$ cat src/ebrle_pkg.sv
// Shared types and constants for the escape-byte run-length encoder.
// No dependencies; every other file in src imports this package.
package ebrle_pkg;

  // escape marker, minimum escaped run length, run length cap
  localparam logic [7:0] EscByte   = 8'hFF;
  localparam logic [7:0] MinEscRun = 8'd3;
  localparam logic [7:0] RunCap    = 8'd255;

  // run record queue between front and back
  localparam int unsigned QDepth = 4;
  localparam int unsigned QPtrW  = $clog2(QDepth);
  localparam int unsigned QLvlW  = $clog2(QDepth + 1);

  // byte positions inside an expanded run
  localparam logic [1:0] PosFirst  = 2'd0;
  localparam logic [1:0] PosSecond = 2'd1;
  localparam logic [1:0] PosThird  = 2'd2;

  typedef struct packed {
    logic [7:0] in_byte;
    logic       in_last;
  } in_item_t;

  typedef struct packed {
    logic [7:0] out_byte;
    logic       out_last;
  } out_item_t;

  // one closed run, ready to be expanded into bytes
  typedef struct packed {
    logic [7:0] value;
    logic [7:0] length;
    logic       last;
  } run_rec_t;

  // up to two closed runs per request: the previous run and the current one
  typedef struct packed {
    logic     push_a;
    logic     push_b;
    run_rec_t rec_a;
    run_rec_t rec_b;
  } push_t;

  typedef struct packed {
    logic [7:0] run_len;
  } front_stat_t;

  typedef struct packed {
    logic [QLvlW-1:0] level;
  } queue_stat_t;

endpackage

$ cat src/ebrle_front.sv
// Front end: accepts input bytes, tracks the open run, emits closed runs.
// Depends on ebrle_pkg.
module ebrle_front (
  input  logic                     clk_i,
  input  logic                     rst_ni,
  input  logic                     in_valid_i,
  input  ebrle_pkg::in_item_t      in_item_i,
  output logic                     in_ready_o,
  input  logic                     space_i,
  output ebrle_pkg::push_t         push_o,
  output ebrle_pkg::front_stat_t   stat_o
);
  import ebrle_pkg::*;

  logic [7:0] run_val_q, run_val_d;
  logic [7:0] run_len_q, run_len_d;
  logic       accept;
  logic       close_prev;
  logic [7:0] new_val;
  logic [7:0] new_len;
  logic       close_cur;

  assign in_ready_o = space_i;
  assign accept     = in_valid_i && space_i;

  // classify the request against the open run
  always_comb begin
    close_prev = (run_len_q != 8'd0) && (in_item_i.in_byte != run_val_q);
    if (run_len_q == 8'd0 || close_prev) begin
      new_val = in_item_i.in_byte;
      new_len = 8'd1;
    end else begin
      new_val = run_val_q;
      new_len = run_len_q + 8'd1;
    end
    close_cur = (new_len == RunCap) || in_item_i.in_last;
  end

  // closed runs toward the queue; the current run always carries the last flag
  always_comb begin
    push_o.push_a       = accept && close_prev;
    push_o.push_b       = accept && close_cur;
    push_o.rec_a.value  = run_val_q;
    push_o.rec_a.length = run_len_q;
    push_o.rec_a.last   = 1'b0;
    push_o.rec_b.value  = new_val;
    push_o.rec_b.length = new_len;
    push_o.rec_b.last   = in_item_i.in_last;
  end

  // run state update
  always_comb begin
    run_val_d = run_val_q;
    run_len_d = run_len_q;
    if (accept) begin
      run_val_d = new_val;
      run_len_d = close_cur ? 8'd0 : new_len;
    end
  end

  always_ff @(posedge clk_i or negedge rst_ni) begin
    if (!rst_ni) begin
      run_val_q <= 8'd0;
      run_len_q <= 8'd0;
    end else begin
      run_val_q <= run_val_d;
      run_len_q <= run_len_d;
    end
  end

  assign stat_o.run_len = run_len_q;

endmodule

$ cat src/ebrle_queue.sv
// Run record queue: takes up to two records per cycle, hands out one.
// Depends on ebrle_pkg.
module ebrle_queue (
  input  logic                     clk_i,
  input  logic                     rst_ni,
  input  ebrle_pkg::push_t         push_i,
  output logic                     space_o,
  output ebrle_pkg::run_rec_t      head_o,
  output logic                     head_valid_o,
  input  logic                     pop_i,
  output ebrle_pkg::queue_stat_t   stat_o
);
  import ebrle_pkg::*;

  run_rec_t         mem_q [QDepth];
  logic [QPtrW-1:0] wr_q, wr_d;
  logic [QPtrW-1:0] rd_q, rd_d;
  logic [QLvlW-1:0] lvl_q, lvl_d;
  logic [1:0]       n_push;
  run_rec_t         first_rec;
  logic [QPtrW-1:0] wr_next;

  // pack the one or two pushed records at consecutive slots
  always_comb begin
    n_push    = {1'b0, push_i.push_a} + {1'b0, push_i.push_b};
    first_rec = push_i.push_a ? push_i.rec_a : push_i.rec_b;
    wr_next   = wr_q + QPtrW'(1);
  end

  always_ff @(posedge clk_i) begin
    if (n_push != 2'd0) begin
      mem_q[wr_q] <= first_rec;
    end
    if (n_push == 2'd2) begin
      mem_q[wr_next] <= push_i.rec_b;
    end
  end

  // pointers and fill level
  always_comb begin
    wr_d  = wr_q + QPtrW'(n_push);
    rd_d  = pop_i ? rd_q + QPtrW'(1) : rd_q;
    lvl_d = lvl_q + QLvlW'(n_push) - QLvlW'(pop_i);
  end

  always_ff @(posedge clk_i or negedge rst_ni) begin
    if (!rst_ni) begin
      wr_q  <= '0;
      rd_q  <= '0;
      lvl_q <= '0;
    end else begin
      wr_q  <= wr_d;
      rd_q  <= rd_d;
      lvl_q <= lvl_d;
    end
  end

  assign space_o      = (lvl_q <= QLvlW'(QDepth - 2));
  assign head_o       = mem_q[rd_q];
  assign head_valid_o = (lvl_q != '0);
  assign stat_o.level = lvl_q;

endmodule

$ cat src/ebrle_back.sv
// Back end: expands run records into literal or escaped bytes.
// Depends on ebrle_pkg.
module ebrle_back (
  input  logic                  clk_i,
  input  logic                  rst_ni,
  input  ebrle_pkg::run_rec_t   head_i,
  input  logic                  head_valid_i,
  output logic                  pop_o,
  output logic                  out_valid_o,
  output ebrle_pkg::out_item_t  out_item_o,
  input  logic                  out_ready_i
);
  import ebrle_pkg::*;

  logic [1:0] pos_q, pos_d;
  logic       out_valid_q, out_valid_d;
  out_item_t  out_item_q, out_item_d;
  logic       load;
  logic       esc;
  logic [1:0] n_bytes;
  logic       final_byte;
  logic [7:0] cur_byte;

  // form of the head record and the byte at the current position
  always_comb begin
    esc = (head_i.length >= MinEscRun) || (head_i.value == 8'd0) ||
          (head_i.value == EscByte);
    n_bytes    = esc ? 2'd3 : head_i.length[1:0];
    final_byte = (pos_q == n_bytes - 2'd1);
    cur_byte   = head_i.value;
    if (esc) begin
      case (pos_q)
        PosFirst:  cur_byte = EscByte;
        PosSecond: cur_byte = head_i.length;
        PosThird:  cur_byte = head_i.value;
        default:   cur_byte = head_i.value;
      endcase
    end
  end

  // output register loads when empty or being drained
  assign load  = head_valid_i && (!out_valid_q || out_ready_i);
  assign pop_o = load && final_byte;

  always_comb begin
    out_valid_d = out_valid_q;
    out_item_d  = out_item_q;
    pos_d       = pos_q;
    if (out_valid_q && out_ready_i) begin
      out_valid_d = 1'b0;
    end
    if (load) begin
      out_valid_d         = 1'b1;
      out_item_d.out_byte = cur_byte;
      out_item_d.out_last = head_i.last && final_byte;
      pos_d               = final_byte ? PosFirst : pos_q + 2'd1;
    end
  end

  always_ff @(posedge clk_i or negedge rst_ni) begin
    if (!rst_ni) begin
      out_valid_q <= 1'b0;
      pos_q       <= PosFirst;
    end else begin
      out_valid_q <= out_valid_d;
      pos_q       <= pos_d;
    end
  end

  always_ff @(posedge clk_i) begin
    out_item_q <= out_item_d;
  end

  assign out_valid_o = out_valid_q;
  assign out_item_o  = out_item_q;

endmodule

$ cat src/escape_byte_run_length_encoder.sv
// Escape-byte run-length encoder. Input bytes are taken one per cycle, while
// the queue has room, by the front end, which tracks the open run (up to 255
// bytes) and turns each closed run into a record; a four-entry record queue
// feeds the back end, which sends one output byte per cycle while out_ready_i
// is high, from a registered output stage. A run of three or more, or of
// value 0x00 or 0xFF, leaves as 0xFF, count, value; a shorter run leaves as
// one or two literal bytes. in_ready_o is high while the queue has room for
// two records, so input then runs at one byte per cycle; over time the back
// end's one byte per cycle sets throughput, so short escaped runs leave as
// three bytes each. A record passes the queue, then the output register.
module escape_byte_run_length_encoder (
  input  logic                  clk_i,
  input  logic                  rst_ni,
  input  logic                  in_valid_i,
  output logic                  in_ready_o,
  input  ebrle_pkg::in_item_t   in_item_i,
  output logic                  out_valid_o,
  input  logic                  out_ready_i,
  output ebrle_pkg::out_item_t  out_item_o
);
  import ebrle_pkg::*;

  push_t       push;
  logic        space;
  run_rec_t    head;
  logic        head_valid;
  logic        pop;
  front_stat_t front_stat;
  queue_stat_t queue_stat;

  // run tracking
  ebrle_front u_front (
    .clk_i      (clk_i),
    .rst_ni     (rst_ni),
    .in_valid_i (in_valid_i),
    .in_item_i  (in_item_i),
    .in_ready_o (in_ready_o),
    .space_i    (space),
    .push_o     (push),
    .stat_o     (front_stat)
  );

  // record queue
  ebrle_queue u_queue (
    .clk_i        (clk_i),
    .rst_ni       (rst_ni),
    .push_i       (push),
    .space_o      (space),
    .head_o       (head),
    .head_valid_o (head_valid),
    .pop_i        (pop),
    .stat_o       (queue_stat)
  );

  // byte expansion
  ebrle_back u_back (
    .clk_i        (clk_i),
    .rst_ni       (rst_ni),
    .head_i       (head),
    .head_valid_i (head_valid),
    .pop_o        (pop),
    .out_valid_o  (out_valid_o),
    .out_item_o   (out_item_o),
    .out_ready_i  (out_ready_i)
  );

  // end of stream always leaves no open run
  a_last_closes: assert property (@(posedge clk_i) disable iff (!rst_ni)
    in_valid_i && in_ready_o && in_item_i.in_last |=> front_stat.run_len == 8'd0)
    else $error("run still open after end of stream");

  // the cap closes a run in the same request
  a_run_capped: assert property (@(posedge clk_i) disable iff (!rst_ni)
    front_stat.run_len != RunCap)
    else $error("open run reached the cap");

  // queue never overfills
  a_queue_bound: assert property (@(posedge clk_i) disable iff (!rst_ni)
    queue_stat.level <= QLvlW'(QDepth))
    else $error("record queue overflow");

  // input stalls only when the queue is nearly full
  a_stall_cause: assert property (@(posedge clk_i) disable iff (!rst_ni)
    !in_ready_o |-> queue_stat.level > QLvlW'(QDepth - 2))
    else $error("input stalled with queue room");

endmodule

$ cat config.mk
export PLATFORM = sky130hd
export DESIGN_NAME = escape_byte_run_length_encoder
export DESIGN_NICKNAME = d
export VERILOG_FILES = /design/src/ebrle_pkg.sv /design/src/ebrle_front.sv /design/src/ebrle_queue.sv /design/src/ebrle_back.sv /design/src/escape_byte_run_length_encoder.sv
export SDC_FILE = /design/constraint.sdc
export NUM_CORES = 1
export LEC_CHECK = 0
export BUFFER_PORTS_ARGS = -buffer_cell sky130_fd_sc_hd__buf_4
export CAP_MARGIN = 20
export CORE_UTILIZATION = 35
export DETAILED_ROUTE_END_ITERATION = 8
export PLACE_DENSITY = 0.57
export SYNTH_ARGS = -nofsm -noshare
export SYNTH_HDL_FRONTEND = slang
export SYNTH_HIERARCHICAL = 1
export SYNTH_SLANG_ARGS = --single-unit
$ cat constraint.sdc
create_clock -name clk_i -period 11.8 [get_ports clk_i]
set_input_delay 0.59 -clock clk_i [delete_from_list [all_inputs] [get_ports clk_i]]
set_output_delay 0.59 -clock clk_i [all_outputs]
set_load 0.01 [all_outputs]
## Word-level counts from Yosys, hierarchy flattened

Memories as Yosys holds them, arrays and structs flattened.
Index checks and enable logic that the tools add are counted.
W data, S select, Z words.

- Register bits: 35
- RAM bits: 68
- Input port bits: 13
- Output and inout port bits: 11
- Word-level logic and storage cells: 62
- Memories kept: 1

- Add/sub/neg operators: 9
- Magnitude comparators: 2
- Equal/unequal tests: 6
- Mux-type cells: 14
- Reduce and logical (&&, ||, !) cells: 21

Memories:

| memory | depth | width | read ports | clocked after memory_dff | write ports | line | source |
|---|---|---|---|---|---|---|---|
| u_queue.mem_q | 4 | 17 | 1 | 0 | 2 | ebrle_queue.sv:15 | `run_rec_t mem_q [QDepth];` |

Operators with widths:

| kind | count |
|---|---|
| $mux W8 | 4 |
| $mux W17 | 1 |
| $eq A8 B8 Y1 const B | 2 |
| $logic_not A8 Y1 | 2 |
| $pmux W8 S2 | 1 |
| $add A8 B1 Y8 const B | 1 |
| $ge A8 B2 Y1 const B | 1 |
| $logic_and A1 B1 Y1 | 8 |
| $ne A8 B8 Y1 | 1 |
| $reduce_bool A8 Y1 | 1 |
| $add A2 B1 Y2 const B | 3 |
| $mux W1 | 6 |
| $logic_or A1 B1 Y1 | 5 |
| $mux W2 | 2 |
| $reduce_bool A2 Y1 | 2 |
| $add A3 B2 Y3 | 1 |
| $le A3 B2 Y1 const B | 1 |
| $reduce_bool A3 Y1 | 1 |
| $sub A3 B1 Y3 | 1 |
| $add A1 B1 Y2 | 1 |
| $add A2 B2 Y2 | 1 |
| $eq A2 B1 Y1 const B | 1 |
| $eq A2 B2 Y1 | 1 |
| $eq A2 B2 Y1 const B | 1 |
| other kinds (3) | 3 |

## Depth between registers and ports, before layout

Gate-level depths: netlist of the first run.

- Depth in word-level cells: 11
- Gate-level depth with buffers: 18
- Gate-level depth less buffers: 16

## Modules after synthesis

The synthesis of the first run kept the hierarchy.

By module, submodules not included:

| module | times used | cells each | area each (µm²) | sequential area each (µm²) |
|---|---|---|---|---|
| ebrle_queue | 1 | 294 | 4,020.1 | 2,217.1 |
| ebrle_front | 1 | 123 | 1,151.1 | 400.4 |
| ebrle_back | 1 | 55 | 664.4 | 345.3 |

## Least setup slack after synthesis of the first run

Ideal clock, no wire load.

- Path kind: flip-flop to flip-flop
- Start: reg u_front.run_len_q[0], in the netlist u_front/stat_o[0]
- End: mem u_queue/mem_q[3][0] (netlist name), enable pin
- Library setup time: 0.417 ns
- Arrival: 3.472 ns
- Data required time: 11.383 ns
- Setup slack: 7.911 ns
- Stages on the path, launching flop included: 12
- Path buffers: 2
- Period minus slack after synthesis: 3.889 ns
- Cell sequence: dfrtp_1 -> inv_1 -> ha_1 -> and4b_1 -> nand4_1 -> or2_2 -> o31ai_2 -> ha_1 -> buf_4 -> nand2b_1 -> buf_2 -> a21boi_0

RTL lines:

| element | line | source |
|---|---|---|
| from (decl) | ebrle_front.sv:16 | `logic [7:0] run_len_q, run_len_d;` |
| from (signal assigned) | ebrle_front.sv:67 | `run_len_q <= run_len_d;` |
| to (decl) | ebrle_queue.sv:15 |  |

==> metrics.csv, run 1 <==
metric,value,unit
number of nets in the synthesized netlist,488,
post_cts resized,0,
vertical die dimension,130,µm
root buf cell,clkbuf_16,
sequential cell fraction of total power,0.397,
remaining antenna violation count after routing,0,
clock power share,0.248,
worst path setup slack after routing,7530,ps
highest clock frequency the design can meet,234,MHz
I/O pins,24,
"Largest stage delay, worst path",900,ps
number of endpoints failing setup at the final stage,0,
clock tree from TritonCTS,yes,
Longest Clk Path Bufs,2,
worst clock skew on the final layout,3.34,ps
endpoint required time on the critical path,12070,ps
final-report max-slew violation count,0,
slew at the pin closest to its max-slew limit,853,ps
Final Non-Filler Cells,684,
aggregate negative setup slack,0,ps
Cell Pwr Density,216,nW/µm²
worst-case vdd ir drop,79.9,µV
number of global-route vias before repair,3773,
quantity of I/O buffers inserted on ports,23,
average wire length per cell after detail routing,19.4,µm
total CTS buffers,9,
total via count in the routed design,3928,
DRC viols,0,
RSZ-0062 raised after global routing,no,
antenna diode instance count,0,
Post-Syn Area,5780,µm²
number of instances in the synthesized netlist,464,
fraction of power spent switching nets,0.332,
net switching power,458,µW
placed inst area,6000,µm²
type of the setup path with the least slack,reg -> reg,
headroom to the max-slew limit,0.432,
startpoint class of the critical path,register,
clock-pin slew on the worst setup and hold paths,70,ps
register-to-register setup slack,7530,ps
run status,"complete, no violations",
endpoint arrival time on the critical path,4550,ps
standard-cell rows,46,
initial antenna violation count,0,
Critical Path Slowest Stage Cell,dfrtp_1,
Min-Delay Path Class,in -> async,
Static Leakage,0.00214,µW
worst setup slack after placement,7520,ps
count of H-tree levels built during CTS,3,
vias per cell,5.74,
Post-CTS Hold Buffers,0,
Worst-Skew Late Latency,350,ps
number of nets in the layout,487,
post-layout total power,1380,µW
Total Routed Length,13300,µm
overall routing resource usage,0.167,
number of hold violations in the final report,0,
clock sink total,103,
placed wire-length estimate,9450,µm
Max Fanout on Critical Path,18,
total congestion overflow,0,
Crit path buffers/inverters,2,
post-CTS repair timing setup buffer count,0,
post-route clock period utilization,0.362,
global placement routability congestion,0.847,
share of post-route cells with drive strength above 1,0.186,
Core Box Area,16000,µm²
CP top delay family,compound AO/OA/AOI/OAI gates,
die width,130,µm
critical path capture point type,register,
initial drt markers,467,
Max Cap Violations,0,
logic gate share of total power,0.355,
post-layout minimum cycle time,4270,ps
global-route wire length before repair,21200,µm
P&R area growth vs syn,10.4,%
starting density of the core,0.361,
average cell area after synthesis,12.4,µm²
total of warnings raised by yosys,6,
Post-Layout Inst Area,6370,µm²
maximum number of pins on one net before global-route repair,44,
cell total after placement,667,
floorplan die area,17000,µm²
Internal Power,921,µW
sequence of cells on the critical path,mux4_2 -> or4_1 -> o211ai_1 -> o211ai_1 -> a21boi_0 -> ha_1 -> inv_1 -> ha_1 -> inv_1 -> fa_1 -> xor2_1 -> xnor2_1,
number of iterations in the first detailed-routing pass,5,
path summary, 6_finish.rpt:
kind	from	to	depth (start not counted)
worst max-delay path	u_queue/rd_q[1]	u_queue/stat_o[2]	12
worst min-delay path	rst_ni	u_queue/wr_q[1]	1
worst max register to register	u_queue/rd_q[1]	u_queue/stat_o[2]	12
worst min register to register	u_queue/stat_o[2]	u_queue/stat_o[2]	1
max in group asynchronous	rst_ni	u_front/run_val_q[0]	1
min in group clk_i	u_queue/stat_o[2]	u_queue/stat_o[2]	1
power groups by stage:
stage	registers (µW)	clock network, µW	logic (µW)
floorplan	538	0	380
global placement	552	0	480
detailed placement	556	0	489
CTS	548	349	493
global route	557	362	538
finish	547	342	490
metal layers:
| metal | GRT usage | up-vias | share of wire |
|---|---|---|---|
| li1 | - | 1823 | - |
| met2 | 0.252 | 136 | 0.46 |
| met1 | 0.240 | 1960 | 0.48 |
| met5 | 0 | - | 0 |
| met4 | 0.0669 | 0 | 0.011 |
| met3 | 0.0269 | 9 | 0.055 |
placed cells by master, fill, tap and decap left out, types with 3 or more instances in the layout:
cell type / n
clkbuf_16: 9
nand3_1: 4
ha_1: 10
nand4_1: 4
xor2_1: 13
nand2_1: 54
and2_1: 3
nand2b_1: 39
mux2_2: 8
o31ai_1: 7
xnor2_1: 5
bufinv_16: 3
a21oi_1: 3
o221ai_1: 69
inv_1: 13
mux4_2: 17
nor2_1: 9
or2_2: 3
nor3_1: 5
o211ai_1: 3
o21a_1: 4
buf_4: 29
edfxtp_1: 77
dfrtp_1: 26
o22a_1: 8
sequential cells by signal, indices dropped and copies added, names as in the netlist:
name / cells
u_back/out_item_o: 9
u_back/out_valid_o: 1
u_back/pos_q: 2
u_front/run_val_q: 8
u_front/stat_o: 8
u_queue/mem_q: 68
u_queue/rd_q: 2
u_queue/stat_o: 3
u_queue/wr_q: 2
area by class of cell:
type	count	area (µm²)
Fill cell	1542	9630
Multi-Input combinational cell	306	2500
Inverter	13	48.8
Clock inverter	7	119
Sequential cell	103	2960
Timing Repair Buffer	30	245
Tap cell	216	270
Clock buffer	9	225
through the flow:
| step | util | hold slack, ps |
|---|---|---|
| finish | 0.398 | 152 |
| global placement | 0.375 | 492 |
| floorplan | - | 294 |
| detailed placement | 0.375 | 496 |
| CTS | 0.397 | 156 |
| global route | 0.398 | 158 |
Power figures use the tool's default switching activity.
==> run 2: changes to the inputs <==
==> constraint.sdc (replaced) <==
create_clock -name clk_i -period 4.4 [get_ports clk_i]
set_input_delay 0.22 -clock clk_i [delete_from_list [all_inputs] [get_ports clk_i]]
set_output_delay 0.22 -clock clk_i [all_outputs]
set_load 0.01 [all_outputs]
==> run 2 against run 1 <==
Effect of this change:
- die area stayed put
- power grew to 2.6 times the previous value
- clock-buffer cell count grew 1
- sequential share of layout area shrank 0.090 points
- via count grew 1.6%
- non-clock buffer count rose by 10
==> metrics.csv, run 2 (synthesis results as in run 1) <==
metric,value,unit,change
root buf cell,clkbuf_16,,
Worst-Skew Late Latency,350,ps,about the same
final-layout fill cell count,1544,,+0.13%
placed wire-length estimate,9880,µm,+4.5%
global placement routability congestion,0.871,,+2.8%
total via count in the routed design,3991,,+1.6%
slew at the pin closest to its max-slew limit,871,ps,+18.7 ps
clock sink total,103,,unchanged
logic gate share of total power,0.364,,+0.009
final-report max-slew violation count,0,,unchanged
clock tree from TritonCTS,yes,,
total congestion overflow,0,,unchanged
number of global-route vias before repair,3917,,+3.8%
headroom to the max-slew limit,0.419,,-0.0125
"commonest non-fill, non-tap cells in the layout","77 x edfxtp_1, 69 x o221ai_1, 54 x nand2_1",,
post-layout minimum cycle time,3920,ps,-350 ps
number of hold violations in the final report,0,,unchanged
quantity of I/O buffers inserted on ports,23,,unchanged
count of H-tree levels built during CTS,3,,unchanged
share of post-route cells with drive strength above 1,0.197,,+0.0108
remaining antenna violation count after routing,0,,unchanged
post-route clock period utilization,0.892,,+0.530
fraction of power spent switching nets,0.337,,+0.00495
Cell Pwr Density,564,nW/µm²,+160%
initial drt markers,369,,-21%
run status,"complete, no violations",,
I/O pins,24,,unchanged
overall routing resource usage,0.178,,+0.0113
number of flip-flops under the largest register name,68,,unchanged
total CTS buffers,9,,unchanged
antenna diode instance count,0,,unchanged
clock-pin slew on the worst setup and hold paths,70,ps,about the same
worst clock skew on the final layout,8.25,ps,+4.91 ps
standard-cell rows,46,,unchanged
net switching power,1210,µW,+170%
Max Cap Violations,0,,unchanged
Core Box Area,16000,µm²,unchanged
P&R area growth vs syn,10.6,%,
post-layout total power,3600,µW,+160%
Min-Delay Path Class,in -> reg,,
worst-case vdd ir drop,204,µV,+150%
endpoint required time on the critical path,4640,ps,-7430 ps
startpoint class of the critical path,register,,
type of the setup path with the least slack,reg -> reg,,
number of nets in the layout,497,,+2.1%
Static Leakage,0.00216,µW,+0.99%
DRC viols,0,,unchanged
aggregate negative setup slack,0,ps,unchanged
maximum number of pins on one net before global-route repair,36,,-18%
Longest Clk Path Bufs,2,,unchanged
highest clock frequency the design can meet,255,MHz,+8.9%
die width,130,µm,unchanged
critical path capture point type,register,,
Total Routed Length,14100,µm,+5.8%
floorplan die area,17000,µm²,unchanged
endpoint arrival time on the critical path,4160,ps,-390 ps
vertical die dimension,130,µm,unchanged
clock power share,0.216,,-0.032
global-route wire length before repair,22300,µm,+5.4%
RSZ-0062 raised after global routing,no,,
number of endpoints failing setup at the final stage,0,,unchanged
average wire length per cell after detail routing,20.3,µm,+4.3%
Max Fanout on Critical Path,10,,-8
most frequent standard cell in the layout excluding fill and tap cells,edfxtp_1,,
vias per cell,5.75,,+0.14%
initial antenna violation count,0,,unchanged
Internal Power,2390,µW,+160%
Largest Register,u_queue/mem_q,,
starting density of the core,0.361,,unchanged
sequential cell fraction of total power,0.420,,+0.023
number of iterations in the first detailed-routing pass,5,,unchanged
run 2: cell types whose count changed in the layout (fill, tap and decap cells not counted), moves of 2 or more:
| cell | previous run | this run |
|---|---|---|
| buf_4 | 29 | 38 |
| bufinv_16 | 3 | 1 |
| clkinv_1 | 1 | 3 |
| clkinv_2 | 0 | 2 |
run 2: through the flow:
stage / hold slack, ps / utilization / cell area, µm² / instances / setup slack [ps]
floorplan: -75.6 / - / 5780 / 464 / 533
global placement: 178 / 0.379 / 6070 / 676 / 415
detailed placement: 180 / 0.381 / 6100 / 677 / 263
CTS: 138 / 0.399 / 6390 / 694 / 235
global route: 143 / 0.399 / 6390 / 694 / 199
finish: 138 / 0.399 / 6390 / 694 / 476
run 2: area by class of cell:
| type | instances | area (µm²) | area share |
|---|---|---|---|
| clock buffers | 10 | 229 | 0.0358 |
| clock inverters | 6 | 51.3 | 0.00803 |
| inverters | 13 | 48.8 | 0.00764 |
| multi-input cells | 306 | 2500 | 0.392 |
| flip-flops and latches | 103 | 2960 | 0.464 |
| well taps | 216 | 270 | 0.0423 |
| repair buffers | 40 | 323 | 0.0505 |
run 2: routing by layer:
layer | GRT usage | up-vias | wire length, µm
li1 | - | 1843 | -
met1 | 0.252 | 1980 | 6620
met2 | 0.271 | 147 | 6360
met3 | 0.0265 | 21 | 748
met4 | 0.0818 | 0 | 333
met5 | 0 | - | 0
run 2: path summary, 6_finish.rpt:
path / startpoint / end / slack (ps) / depth (start not counted)
setup / recovery: u_queue/rd_q[0] / u_queue/stat_o[2] / 480 / 13
hold / removal: out_ready_i / u_back/out_valid_o / 140 / 3
setup reg to reg: u_queue/rd_q[0] / u_queue/stat_o[2] / 480 / 13
hold reg to reg: u_queue/stat_o[2] / u_queue/stat_o[2] / 500 / 1
max in group asynchronous: rst_ni / u_queue/rd_q[0] / 3760 / 2
min in group asynchronous: rst_ni / u_queue/wr_q[0] / 330 / 2
run 2: critical path, cell delays in order, from the launching register on:
cell	delay [ps]
dfrtp_2	540
buf_4	220
mux4_2	560
a211oi_1	390
o211a_1	310
o211ai_1	160
a21boi_0	420
ha_1	310
inv_1	50
ha_1	130
inv_1	50
fa_1	370
xor2_1	160
xnor2_1	120
run 2: repair_timing:
| item | in CTS | in global routing |
|---|---|---|
| setup endpoints to repair | 0 | 1 |
| hold endpoints to repair | 26 | 0 |
| resized for setup | 0 | 1 |
| hold buffers | 1 | 0 |
| setup buffers | 0 | 0 |
run 2: power groups by stage:
| stage | sequential (µW) | combinational (µW) | clock (µW) |
|---|---|---|---|
| floorplan | 1440 | 1020 | 0 |
| global placement | 1560 | 1220 | 0 |
| detailed placement | 1540 | 1310 | 0 |
| CTS | 1520 | 1310 | 796 |
| global route | 1550 | 1440 | 823 |
| finish | 1510 | 1310 | 778 |
